[src/rtl/gpioid_pkg.sv]
// ----------------------------------------------------------------------------
// gpioid_pkg
// Shared types and constants for the GPIO port with interrupt detection.
// ----------------------------------------------------------------------------
package gpioid_pkg;

    localparam int PIN_WIDTH = 32;
    localparam int CNT_W     = 6;

    localparam logic [PIN_WIDTH-1:0] PIN_MASK = {PIN_WIDTH{1'b1}};

    localparam logic [1:0] ACT_TICK  = 2'd0;
    localparam logic [1:0] ACT_READ  = 2'd1;
    localparam logic [1:0] ACT_WRITE = 2'd2;

    localparam logic [4:0] REG_DIR     = 5'd0;
    localparam logic [4:0] REG_PINS    = 5'd1;
    localparam logic [4:0] REG_SET     = 5'd2;
    localparam logic [4:0] REG_CLR     = 5'd3;
    localparam logic [4:0] REG_MODE_LO = 5'd5;
    localparam logic [4:0] REG_MODE_HI = 5'd6;
    localparam logic [4:0] REG_MASK    = 5'd7;
    localparam logic [4:0] REG_STATUS  = 5'd14;

    localparam logic [1:0] MODE_LEVEL_HIGH = 2'd0;
    localparam logic [1:0] MODE_LEVEL_LOW  = 2'd1;
    localparam logic [1:0] MODE_RISE       = 2'd2;
    localparam logic [1:0] MODE_FALL       = 2'd3;

    typedef struct packed {
        logic [1:0]  action;
        logic [4:0]  reg_index;
        logic [31:0] write_data;
        logic [31:0] pin_levels;
    } in_t;

    typedef struct packed {
        logic [31:0] read_data;
        logic [31:0] out_values;
        logic [31:0] out_enables;
        logic        irq;
    } out_t;

endpackage

[src/rtl/gpioid_core.sv]
// ----------------------------------------------------------------------------
// gpioid_core
// Register file, edge/level detection and result formation for one transfer.
// ----------------------------------------------------------------------------
module gpioid_core
    import gpioid_pkg::*;
(
    input  logic             aclk,
    input  logic             aresetn,
    input  logic             cfg_wr_en,
    input  logic [CNT_W-1:0] cfg_wr_data,
    input  logic             accept,
    input  in_t              item,
    output out_t             result
);

    logic [CNT_W-1:0]     pin_count_reg;
    logic [PIN_WIDTH-1:0] dir_reg, dir_next;
    logic [PIN_WIDTH-1:0] latch_reg, latch_next;
    logic [31:0]          mode_lo_reg, mode_lo_next;
    logic [31:0]          mode_hi_reg, mode_hi_next;
    logic [PIN_WIDTH-1:0] mask_reg, mask_next;
    logic [PIN_WIDTH-1:0] status_reg, status_next;
    logic [PIN_WIDTH-1:0] prev_reg, prev_next;

    logic [PIN_WIDTH-1:0] valid_pins;
    logic [PIN_WIDTH-1:0] events;
    logic [PIN_WIDTH-1:0] levels;
    logic [PIN_WIDTH-1:0] wdata;
    logic [63:0]          modes;
    logic [1:0]           mode;
    logic [31:0]          rdata;

    assign levels = item.pin_levels[PIN_WIDTH-1:0];
    assign wdata  = item.write_data[PIN_WIDTH-1:0];
    assign modes  = {mode_hi_reg, mode_lo_reg};

    always_comb begin
        for (int i = 0; i < PIN_WIDTH; i++) begin
            valid_pins[i] = (CNT_W'(i) < pin_count_reg);
        end
    end

    always_comb begin
        events = '0;
        for (int i = 0; i < PIN_WIDTH; i++) begin
            mode = modes[2*i +: 2];
            case (mode)
                MODE_LEVEL_HIGH: events[i] = levels[i];
                MODE_LEVEL_LOW:  events[i] = ~levels[i];
                MODE_RISE:       events[i] = levels[i] & ~prev_reg[i];
                default:         events[i] = ~levels[i] & prev_reg[i];
            endcase
        end
    end

    always_comb begin
        dir_next     = dir_reg;
        latch_next   = latch_reg;
        mode_lo_next = mode_lo_reg;
        mode_hi_next = mode_hi_reg;
        mask_next    = mask_reg;
        status_next  = status_reg;
        prev_next    = prev_reg;
        rdata        = '0;
        unique case (item.action)
            ACT_TICK: begin
                status_next = status_reg | (events & valid_pins);
                prev_next   = levels;
            end
            ACT_READ: begin
                unique case (item.reg_index)
                    REG_DIR:           rdata = 32'(dir_reg);
                    REG_PINS:          rdata = 32'((levels & dir_reg) | (latch_reg & ~dir_reg));
                    REG_SET, REG_CLR:  rdata = 32'(latch_reg);
                    REG_MODE_LO:       rdata = mode_lo_reg;
                    REG_MODE_HI:       rdata = mode_hi_reg;
                    REG_MASK:          rdata = 32'(mask_reg);
                    REG_STATUS:        rdata = 32'(status_reg);
                    default:           rdata = '0;
                endcase
            end
            ACT_WRITE: begin
                unique case (item.reg_index)
                    REG_DIR:     dir_next     = wdata;
                    REG_SET:     latch_next   = latch_reg | wdata;
                    REG_CLR:     latch_next   = latch_reg & ~wdata;
                    REG_MODE_LO: mode_lo_next = item.write_data;
                    REG_MODE_HI: mode_hi_next = item.write_data;
                    REG_MASK:    mask_next    = wdata;
                    REG_STATUS:  status_next  = status_reg & ~wdata;
                    default:     ;
                endcase
            end
            default: ;
        endcase
    end

    always_comb begin
        result.read_data   = rdata;
        result.out_values  = 32'(latch_next & ~dir_next);
        result.out_enables = 32'(~dir_next & PIN_MASK);
        result.irq         = |(status_next & ~mask_next & valid_pins);
    end

    always_ff @(posedge aclk) begin
        if (!aresetn) begin
            pin_count_reg <= CNT_W'(PIN_WIDTH);
            dir_reg       <= PIN_MASK;
            latch_reg     <= '0;
            mode_lo_reg   <= '0;
            mode_hi_reg   <= '0;
            mask_reg      <= PIN_MASK;
            status_reg    <= '0;
            prev_reg      <= '0;
        end else begin
            if (cfg_wr_en) begin
                pin_count_reg <= cfg_wr_data;
            end
            if (accept) begin
                dir_reg     <= dir_next;
                latch_reg   <= latch_next;
                mode_lo_reg <= mode_lo_next;
                mode_hi_reg <= mode_hi_next;
                mask_reg    <= mask_next;
                status_reg  <= status_next;
                prev_reg    <= prev_next;
            end
        end
    end

endmodule

[src/rtl/gpioid_skid.sv]
// ----------------------------------------------------------------------------
// gpioid_skid
// Two-entry result buffer: output register plus skid register.
// ----------------------------------------------------------------------------
module gpioid_skid
    import gpioid_pkg::*;
(
    input  logic aclk,
    input  logic aresetn,
    input  logic in_valid,
    input  out_t in_data,
    output logic in_ready,
    output logic out_valid,
    output out_t out_data,
    input  logic out_ready
);

    logic main_valid_reg, main_valid_next;
    logic skid_valid_reg, skid_valid_next;
    out_t main_reg, main_next;
    out_t skid_reg, skid_next;
    logic load;

    assign in_ready  = ~skid_valid_reg;
    assign load      = in_valid & ~skid_valid_reg;
    assign out_valid = main_valid_reg;
    assign out_data  = main_reg;

    always_comb begin
        main_valid_next = main_valid_reg;
        skid_valid_next = skid_valid_reg;
        main_next       = main_reg;
        skid_next       = skid_reg;
        if (!main_valid_reg || out_ready) begin
            main_valid_next = skid_valid_reg | load;
            main_next       = skid_valid_reg ? skid_reg : in_data;
            skid_valid_next = 1'b0;
        end else if (load) begin
            skid_valid_next = 1'b1;
            skid_next       = in_data;
        end
    end

    always_ff @(posedge aclk) begin
        if (!aresetn) begin
            main_valid_reg <= 1'b0;
            skid_valid_reg <= 1'b0;
        end else begin
            main_valid_reg <= main_valid_next;
            skid_valid_reg <= skid_valid_next;
        end
        main_reg <= main_next;
        skid_reg <= skid_next;
    end

endmodule

[src/rtl/gpio_port_with_interrupt_detect.sv]
// ----------------------------------------------------------------------------
// gpio_port_with_interrupt_detect
// 32-pin GPIO port with per-pin level/edge interrupt detection.
// ----------------------------------------------------------------------------
// Each input transfer is a pin sample tick, a bus read or a bus write and
// yields exactly one result transfer carrying read data, drive values, drive
// enables and irq as they stand after that transfer. One transfer is taken
// every clock while s_ready is high; its result is registered into the
// two-entry output buffer on acceptance, which keeps s_ready high while one
// result waits on m_ready. pin_count is written through cfg_wr_en/cfg_wr_data.
// ----------------------------------------------------------------------------
module gpio_port_with_interrupt_detect
    import gpioid_pkg::*;
(
    input  logic             aclk,
    input  logic             aresetn,
    input  logic             cfg_wr_en,
    input  logic [CNT_W-1:0] cfg_wr_data,
    input  logic             s_valid,
    output logic             s_ready,
    input  in_t              s_data,
    output logic             m_valid,
    input  logic             m_ready,
    output out_t             m_data
);

    logic accept;
    out_t result;

    assign accept = s_valid & s_ready;

    gpioid_core u_core (
        .aclk        (aclk),
        .aresetn     (aresetn),
        .cfg_wr_en   (cfg_wr_en),
        .cfg_wr_data (cfg_wr_data),
        .accept      (accept),
        .item        (s_data),
        .result      (result)
    );

    gpioid_skid u_skid (
        .aclk      (aclk),
        .aresetn   (aresetn),
        .in_valid  (s_valid),
        .in_data   (result),
        .in_ready  (s_ready),
        .out_valid (m_valid),
        .out_data  (m_data),
        .out_ready (m_ready)
    );

endmodule
[config.mk]
export PLATFORM = sky130hd
export DESIGN_NAME = gpio_port_with_interrupt_detect
export DESIGN_NICKNAME = d
export VERILOG_FILES = /design/src/rtl/gpioid_pkg.sv /design/src/rtl/gpioid_core.sv /design/src/rtl/gpioid_skid.sv /design/src/rtl/gpio_port_with_interrupt_detect.sv
export SDC_FILE = /design/constraint.sdc
export NUM_CORES = 1
export LEC_CHECK = 0
export ABC_AREA = 1
export BUFFER_PORTS_ARGS = -buffer_cell sky130_fd_sc_hd__buf_2
export CORE_MARGIN = 3
export CORE_UTILIZATION = 35
export DETAILED_ROUTE_END_ITERATION = 12
export HOLD_SLACK_MARGIN = 0.08
export PLACE_DENSITY = 0.54
export SYNTH_ARGS = -nofsm -noshare
export SYNTH_HDL_FRONTEND = slang
export SYNTH_SLANG_ARGS = --single-unit
[constraint.sdc]
create_clock -name aclk -period 9.2 [get_ports aclk]
set_input_delay 1.38 -clock aclk [delete_from_list [all_inputs] [get_ports aclk]]
set_output_delay 1.38 -clock aclk [all_outputs]
set_load 0.01 [all_outputs]
==> results.ini <==
[grt]
grt_overflow=0
antenna_found_initial=1
grt_pass1_wl_um=108300
grtUsageTotal=0.2364
grt_max_degree=100
grt_pass1_vias=16630

[detailed_routing]
drc=0
wire_per_inst_um=20.94
vias=18400
first_pass_iters=6
viasPerCell=5.260
drt_iter0_drc=2000
wirelength_um=73230
final_antenna_net_count=0

[yosys]
synth_area_mm2=0.02014
yosysUniqueCellTypes=37
synthFlopType=dfxtp_1
yosysTopAreaCell=edfxtp_1
synth-edff-count=194
syn-instance-count=2600
ys_warn_count=0
synthMostInstantiatedCell=nand2_1
synth_nets=2682
synth_area_leaders=edfxtp_1, dfxtp_1, nand2_1
async_flop_share=0
yosys_register_bits=426
netlist.area_leader.share=0.2892
ys_top_cells_by_count=nand2_1, o21ai_0, nor2_1
syn_avg_cell_area_um2=7.746
ys_seq_area_frac=0.5198

[clocking]
cts.clk_slew.worst_paths_ns=0.07
cts_setup_buffers=0
cts-root-buf=clkbuf_16
ctsResizeCount=0
cts.path.max_buffers=3
ctsHoldBuffers=0
ctsHtreeMaxLevel=2
cts_tree=yes
insertion_delay_ns=0.60
clock-sinks=426
cts_inserted_buffers=48

[floorplanning]
fp.coreArea_mm2=0.05671
row_count=87
initial_core_util=0.3551
fp.dieArea_mm2=0.06046
fp.dieW_um=245.9
io_pins=181
fp.dieH_um=245.9

[worst_hold_path]
min_path_type=reg -> reg

[final_layout]
areaGrowthSynthToFinish_pct=14.62
fin_util=0.4070
drive_gt1_frac=0.1091
layout.nets=2786
n_fill_cell=5708

[timing]
report.final.slew_viol_count=0
min_period_over_period=0.4496
fin_tns_setup_ns=0
hold_violations=0
min_period_ns=4.136
max_freq_mhz=241.8
worst_slew_pin_slew_ns=1.239
fin_skew_ns=0.01860
setup_viol=0
rsz0062_at_grt=no
timing.final.ws_setup_ns=5.064
slew_headroom=0.1737

[setup_path]
start_kind=input pin
crit_path_end_kind=register
cp.arrival_ns=4.49
critPathMostFrequentCell=nand2_1
critical_path_class=in -> reg
slowest_stage=nor2_4
worstPathRequired_ns=9.55
max_stage_delay_ns=0.59
crit_path_cell_trace=buf_2 > buf_4 > inv_4 > nand2_2 > nor2_4 > inv_2 > o21ai_0 > nand2_1 > nand2_1 > nand2_1 > nor2_1 > nand2_1 > nor2_1 > nand2_1 > nand2_1 > nand2_1
path_max_fanout=37

[job]
max_cap_viol_count=0

[power_and_ir_drop]
powerDensity_mw_per_mm2=194.7
ir_drop_mv=0.1271
total_power_mw=4.494
power.leakage_nw=9.820

[run_status]
status=finished, final reports clean

[placed_design]
pre_cts_ws_ns=4.580
gp_congestion=0.9577
portBuffers=180
dp.final_hpwl_um=53210

-- placed cells by master (no fill, tap or decap), types with 5 or more instances in the layout --
cell	count
clkbuf_16	48
a41oi_1	13
edfxtp_1	194
nand3_1	106
a211oi_1	23
o2111ai_1	15
buf_2	179
inv_2	5
o21ai_1	8
clkinv_2	7
and2_1	9
o211ai_1	31
a221oi_1	6
nor3_1	11
buf_4	26
dfxtp_1	231
a21oi_1	242
o22ai_1	23
nor2_1	282
clkbuf_1	14
clkbuf_8	8
o21ai_0	339
inv_1	217
nand2_1	662
-- final cells by class --
type                       count  area [um^2]  share of cell area
tap                          756        945.9             0.04098
clock buffer                  70         1364             0.05908
sequential                   426        10470              0.4537
timing repair buffer         205         1091             0.04726
antenna                        1        2.502           0.0001084
multi-input combinational   1797         8202              0.3553
inverter                     226        855.8             0.03707
clock inverter                16        150.1            0.006504
-- stage by stage --
stage | hold slack, ns | instances | instance area, um^2
2_1_floorplan | 0.4437 | 2600 | 20140
3_3_place_gp | 0.4529 | 3410 | 21570
3_5_place_dp | 0.4594 | 3410 | 21570
4_1_cts | 0.4690 | 3496 | 23080
5_1_grt | 0.4855 | 3497 | 23080
6_report | 0.4712 | 3497 | 23080
-- power breakdown --
group	leakage [nW]	internal [mW]	switching (mW)
combinational	5.16	0.129	0.333
clock	0.736	1.08	0.805
sequential	3.93	2.08	0.0619
total	9.82	3.29	1.20
-- worst paths after layout --
check	endpoint	slack, ns	depth (start not counted)	start
hold / removal	u_core.prev_reg[13]	0.47	2	u_core.prev_reg[13]
setup / recovery	u_skid.out_data[0]	5.06	16	s_data[64]
setup reg to reg	u_core.prev_reg[1]	5.50	8	u_skid.skid_valid_reg
hold reg to reg	u_core.prev_reg[13]	0.47	2	u_core.prev_reg[13]
-- worst max-delay path, delay by kind of cell --
family / cells / cell delay, ns
buffers and inverters: 4 / 1.20
and+or+nand+nor: 11 / 1.47
AOI/OAI and AO/OA: 1 / 0.36
-- cells by family (layout without fill, tap and decap cells) --
| group | Yosys count | in the layout | synth area share |
|---|---|---|---|
| mux | 2 | 2 | 0.0009940 |
| other cells | 0 | 1 | 0 |
| buf+inv | 377 | 517 | 0.07380 |
| simple gates | 1086 | 1086 | 0.2133 |
| compound gates | 709 | 709 | 0.1921 |
| flops | 426 | 426 | 0.5198 |
-- routing by layer --
| metal | global-route usage | vias up | part of all wire |
|---|---|---|---|
| li1 | - | 8915 | - |
| met1 | 0.3687 | 8614 | 0.48 |
| met2 | 0.3304 | 794 | 0.41 |
| met3 | 0.05223 | 72 | 0.093 |
| met4 | 0.04845 | 0 | 0.017 |
| met5 | 0 | - | 0 |
(Power assumes the default switching activity.)
